==> src/vospi_segment_reassembler_assert.svh <==
// ---------------------------------------------------------------------------
// Assertion macros
// Shared concurrent assertion forms for the segment reassembler.
// ---------------------------------------------------------------------------
`ifndef VOSPI_SEGMENT_REASSEMBLER_ASSERT_SVH
`define VOSPI_SEGMENT_REASSEMBLER_ASSERT_SVH

// same-cycle implication
`define VSR_ASSERT_NOW(label, ante, cons) \
  label: assert property (@(posedge clk_i) disable iff (!rst_ni) (ante) |-> (cons)) \
    else $error("assertion failed");

// next-cycle implication
`define VSR_ASSERT_NEXT(label, ante, cons) \
  label: assert property (@(posedge clk_i) disable iff (!rst_ni) (ante) |=> (cons)) \
    else $error("assertion failed");

`endif

==> src/vsr_pkg.sv <==
// ---------------------------------------------------------------------------
// Segment reassembler package
// Geometry constants, codes and types shared by the reassembler files.
// ---------------------------------------------------------------------------
package vsr_pkg;

  localparam int WordsPerPacket    = 82;
  localparam int PacketsPerSegment = 60;
  localparam int SegmentCount      = 4;
  localparam int SegmentIdPacket   = 20;

  localparam int PixCols    = WordsPerPacket - 2;
  localparam int ImgRows    = SegmentCount * PacketsPerSegment;
  localparam int StageDepth = SegmentIdPacket * PixCols;
  localparam int ImgDepth   = ImgRows * PixCols;
  localparam int SegWords   = PacketsPerSegment * PixCols;

  localparam int StageAw = $clog2(StageDepth);
  localparam int ImgAw   = $clog2(ImgDepth);
  localparam int CopyCw  = $clog2(StageDepth + 1);

  localparam logic [1:0] CmdStream = 2'd0;
  localparam logic [1:0] CmdStart  = 2'd1;
  localparam logic [1:0] CmdRead   = 2'd2;

  typedef enum logic [2:0] {
    OP_ID,
    OP_BODY,
    OP_START,
    OP_READ,
    OP_NOP
  } op_kind_e;

  typedef enum logic [1:0] {
    MODE_IDLE,
    MODE_STAGING,
    MODE_LOCKED
  } lock_mode_e;

  typedef enum logic [1:0] {
    ST_RUN,
    ST_READ,
    ST_COPY
  } back_state_e;

  typedef struct packed {
    op_kind_e    kind;
    logic [15:0] word;
    logic [ImgAw-1:0] rd_addr;
    logic        rd_ok;
  } op_t;

endpackage

==> src/vsr_if.sv <==
// ---------------------------------------------------------------------------
// Reassembler channel interfaces
// Input request channel and result channel, valid/ready handshake.
// ---------------------------------------------------------------------------
interface vsr_in_if;
  logic        valid;
  logic        ready;
  logic [1:0]  cmd;
  logic [15:0] link_word;
  logic        packet_start;
  logic [7:0]  read_row;
  logic [6:0]  read_col;

  modport source (output valid, cmd, link_word, packet_start, read_row, read_col,
                  input ready);
  modport sink   (input valid, cmd, link_word, packet_start, read_row, read_col,
                  output ready);
endinterface


==> src/vsr_front.sv <==
// ---------------------------------------------------------------------------
// Reassembler front end
// Accepts requests, decodes them into operations and queues up to two of them.
// ---------------------------------------------------------------------------
module vsr_front (
  input  logic          clk_i,
  input  logic          rst_ni,
  vsr_in_if.sink        in_i,
  output vsr_pkg::op_t  op_o,
  output logic          op_valid_o,
  input  logic          op_ready_i
);
  import vsr_pkg::*;

  op_t        slot_q [2];
  logic       wptr_q, wptr_d, rptr_q, rptr_d;
  logic [1:0] cnt_q, cnt_d;
  op_t        dec;
  logic       push, pop;
  logic [ImgAw-1:0] row_base;

  assign row_base = ImgAw'(in_i.read_row) * ImgAw'(PixCols);

  always_comb begin
    dec.word    = in_i.link_word;
    dec.rd_addr = row_base + ImgAw'(in_i.read_col);
    dec.rd_ok   = (32'(in_i.read_row) < ImgRows) && (32'(in_i.read_col) < PixCols);
    case (in_i.cmd)
      CmdStream: dec.kind = in_i.packet_start ? OP_ID : OP_BODY;
      CmdStart:  dec.kind = OP_START;
      CmdRead:   dec.kind = OP_READ;
      default:   dec.kind = OP_NOP;
    endcase
  end

  assign in_i.ready = (cnt_q != 2'd2);
  assign push       = in_i.valid && in_i.ready;
  assign op_valid_o = (cnt_q != 2'd0);
  assign pop        = op_valid_o && op_ready_i;
  assign op_o       = slot_q[rptr_q];

  always_comb begin
    wptr_d = push ? ~wptr_q : wptr_q;
    rptr_d = pop ? ~rptr_q : rptr_q;
    cnt_d  = cnt_q + {1'b0, push} - {1'b0, pop};
  end

  always_ff @(posedge clk_i or negedge rst_ni) begin
    if (!rst_ni) begin
      wptr_q <= 1'b0;
      rptr_q <= 1'b0;
      cnt_q  <= 2'd0;
    end else begin
      wptr_q <= wptr_d;
      rptr_q <= rptr_d;
      cnt_q  <= cnt_d;
    end
  end

  always_ff @(posedge clk_i) begin
    if (push) begin
      slot_q[wptr_q] <= dec;
    end
  end
endmodule

==> src/flat_wrapper.sv <==
// flat-port wrapper written by rule: the top's interface ports become plain ports
module vsr_front_flat import vsr_pkg::*;
  (clk_i, rst_ni, op_o, op_valid_o, op_ready_i, in_i_valid, in_i_cmd, in_i_link_word, in_i_packet_start, in_i_read_row, in_i_read_col, in_i_ready);
  vsr_in_if in_i_i ();
  input  logic clk_i;
  input  logic rst_ni;
  output vsr_pkg::op_t op_o;
  output logic op_valid_o;
  input  logic op_ready_i;
  input wire logic [$bits(in_i_i.valid)-1:0] in_i_valid;
  input wire logic [$bits(in_i_i.cmd)-1:0] in_i_cmd;
  input wire logic [$bits(in_i_i.link_word)-1:0] in_i_link_word;
  input wire logic [$bits(in_i_i.packet_start)-1:0] in_i_packet_start;
  input wire logic [$bits(in_i_i.read_row)-1:0] in_i_read_row;
  input wire logic [$bits(in_i_i.read_col)-1:0] in_i_read_col;
  output wire logic [$bits(in_i_i.ready)-1:0] in_i_ready;
  assign in_i_i.valid = in_i_valid;
  assign in_i_i.cmd = in_i_cmd;
  assign in_i_i.link_word = in_i_link_word;
  assign in_i_i.packet_start = in_i_packet_start;
  assign in_i_i.read_row = in_i_read_row;
  assign in_i_i.read_col = in_i_read_col;
  assign in_i_ready = in_i_i.ready;
  vsr_front u_core (.clk_i(clk_i), .rst_ni(rst_ni), .in_i(in_i_i), .op_o(op_o), .op_valid_o(op_valid_o), .op_ready_i(op_ready_i));
endmodule
==> config.mk <==
export PLATFORM = sky130hd
export DESIGN_NAME = vsr_front_flat
export DESIGN_NICKNAME = d
export VERILOG_FILES = /design/src/vospi_segment_reassembler_assert.svh /design/src/vsr_pkg.sv /design/src/vsr_if.sv /design/src/vsr_front.sv /design/src/flat_wrapper.sv
export SDC_FILE = /design/constraint.sdc
export NUM_CORES = 1
export LEC_CHECK = 0
export BUFFER_PORTS_ARGS = -buffer_cell sky130_fd_sc_hd__buf_2
export CORE_MARGIN = 5
export CORE_UTILIZATION = 34
export DETAILED_ROUTE_END_ITERATION = 6
export GPL_TIMING_DRIVEN = 0
export PLACE_DENSITY = 0.52
export SKIP_CTS_REPAIR_TIMING = 1
export SLEW_MARGIN = 40
export SYNTH_ARGS = -nofsm -noshare
export SYNTH_HDL_FRONTEND = slang
export SYNTH_SLANG_ARGS = --single-unit
==> constraint.sdc <==
create_clock -name clk_i -period 4.7 [get_ports clk_i]
set_clock_uncertainty 0.05 [all_clocks]
set_input_delay 0.94 -clock clk_i [delete_from_list [all_inputs] [get_ports clk_i]]
set_output_delay 0.94 -clock clk_i [all_outputs]
set_load 0.01 [all_outputs]
==> results.txt <==
Mean Syn Cell Area: 16.0 µm²
status: completed
largest net degree at the start of global routing: 36
DPL Wire Length: 4650 µm
worst slew pin tran: 0.594 ns
Hold Crit Class: in2async
critical path class: in2reg
post-synth cell types: 36
RSZ-0062 raised after global routing: false
Final Critical Period: 3.21 ns
EDFF count, synth: 70
initial antenna violation count: 1
IO buf count: 74
clk sinks: 74
DR iter-0 viols: 75
final worst slack: 1.49 ns
Synth top area share: 61.9%
CP required: 4.71 ns
root buf cell: clkbuf_8
Slew Limit Fails: 0
setup tns final: 0 ns
# H-tree levels: 3
main flop type after synthesis: edfxtp_1
Max Fclk: 0.312 GHz
largest area contributor in the netlist: edfxtp_1
Hold Fails Final Rpt: 0
CTS tree: built
global placer's final weighted congestion: 0.676
Routed WL: 6250 µm
Die Y: 110 µm
Gate Count Post-Synth: 212
# IOs: 75
layout cells sized above 1: 45.2%
synthesis-to-layout area growth: 24.2%
Initial Util: 34.8%
Die X: 110 µm
#FFs+latches synth: 74
Max FO, Critical Path: 3
remaining antenna violation count after routing: 0
Synth Net Count: 271
register area: 0.00220 mm²
crit end category: flop
Final nets: 358
Power Density: 549 mW/mm²
Synth Cell Area: 0.00340 mm²
multi-input logic area: 0.00115 mm²
CTS max path bufs: 2
DR vias: 1979
core area: 0.00977 mm²
sequential fraction of the synthesis area: 64.8%
GRT Total Usage: 10.9%
Synth async-reset ratio: 5.41%
Final setup violation count: 0
Synth warnings: 0
worst skew pair latency: 0.33 ns
wire per inst: 14.3 µm
first drt pass iteration count: 4
maxcap violations: 0
via-per-instance ratio: 4.54
Fill cells: 943
Area contributors post-synth: edfxtp_1, mux2_2, ha_1, dfrtp_1, xnor2_1
Max VDD drop: 0.182 mV
site row count: 36
placed cells: 421
internal reg-to-reg setup slack: 2.91 ns
vias in the first global route: 2083
CP Data Arrival Time: 3.21 ns
Worst Setup Start Kind: primary input
GRT overflow: 0
antenna fix cells: 0
period utilization: 68.2%
Num CTS Buffers: 9
CTS clk-pin slew, worst paths: 0.08 ns
dpl ws: 1.11 ns
number of remaining DRC errors: 0
Layout Cells excl Fill: 436
die area: 0.0121 mm²
first-pass GRT wire length: 9810 µm
Max-slew headroom: 60.4%
P_leak: 1.64 nW
[cell usage after synthesis, types with 2 or more instances]
| cell | number |
|---|---|
| dfrtp_1 | 4 |
| o22ai_1 | 2 |
| nand4_1 | 3 |
| a21oi_1 | 2 |
| nand2_1 | 7 |
| and2_1 | 2 |
| fa_1 | 2 |
| or2_2 | 3 |
| a21o_1 | 2 |
| nor2_1 | 9 |
| ha_1 | 19 |
| edfxtp_1 | 70 |
| inv_1 | 11 |
| xnor2_1 | 9 |
| xor2_1 | 3 |
| clkbuf_1 | 4 |
| o21ai_0 | 5 |
| mux2_2 | 35 |
| nor2b_1 | 3 |
[layout make-up]
cell class	count	share of cell area (%)
Clock buffer	9	2.94
Clock inverter	6	2.52
Sequential cell	74	52.2
Tap cell	133	3.94
Buffer	4	0.356
Timing Repair Buffer	76	9.79
Inverter	11	0.979
Multi-Input combinational cell	123	27.3
[layer usage]
metal  GRT usage, %  vias up  part of all wire, %
li1               -      979                    -
met1           12.6      944                   43
met2           18.6       50                   49
met3           3.64        4                  7.4
met4           4.01        2                 0.46
met5              0        -                 0.11
[cell usage in the layout (no fill, tap or decap), types with 3 or more instances in the layout]
cell type	n
nand4_1	3
or2_2	3
buf_2	74
xor2_1	3
o21ai_0	5
clkbuf_1	4
bufinv_16	3
mux2_2	35
clkbuf_8	9
xnor2_1	9
inv_1	11
nand2_1	7
nor2_1	8
ha_1	19
edfxtp_1	70
dfrtp_1	4
nor2b_1	3
[worst max-delay path, cell delays in order]
cell and delay [ns]:
buf_2 0.12, ha_1 0.29, ha_1 0.24, fa_1 0.45
a211oi_1 0.34, nor2_1 0.11, o311ai_0 0.54, xnor2_1 0.19
[power breakdown]
| group | switching [mW] | internal (mW) | total [mW] |
|---|---|---|---|
| Sequential | 0.0364 | 0.922 | 0.958 |
| Clock | 0.219 | 0.347 | 0.566 |
| Combinational | 0.427 | 0.363 | 0.790 |
| Total | 0.683 | 1.63 | 2.31 |
[state kept, by name (all words and copies together), names as in the netlist]
signal and count:
u_core.cnt_q 2, u_core.rptr_q 1, u_core.slot_q 70, u_core.wptr_q 1
[cell families (layout without fill, tap and decap cells)]
kind of cell    Yosys count  count (layout)  share of synthesized area [%]
flops                    74              74                           64.8
buf+inv                  15             106                           1.66
compound gates           23              23                           5.23
xor+xnor                 13              13                           3.57
simple gates             31              31                           4.94
fa+ha+maj                21              21                           8.18
mux                      35              35                           11.6
[per-stage QoR]
step	cell area [µm²]	hold WS (ns)	util (%)	total power, mW
final	4220	0.352	43.2	2.31
after global routing	4220	0.331	43.2	2.47
after CTS	4220	0.327	43.2	2.37
after detailed placement	3990	0.434	40.8	1.79
after global placement	3930	0.426	40.2	1.75
after floorplan	3400	0.409	-	1.48
[worst paths after layout]
path,cells after the start,endpoint,from
setup reg to reg,7,u_core.cnt_q[1],u_core.cnt_q[1]
hold / removal,1,u_core.cnt_q[0],rst_ni
min in group clk_i,1,u_core.cnt_q[1],u_core.cnt_q[1]
max in group asynchronous,1,u_core.rptr_q,rst_ni
hold reg to reg,1,u_core.cnt_q[1],u_core.cnt_q[1]
setup / recovery,8,u_core.slot_q[0][14],in_i_read_row[1]
Note: power is estimated with default switching activity, not from simulation.
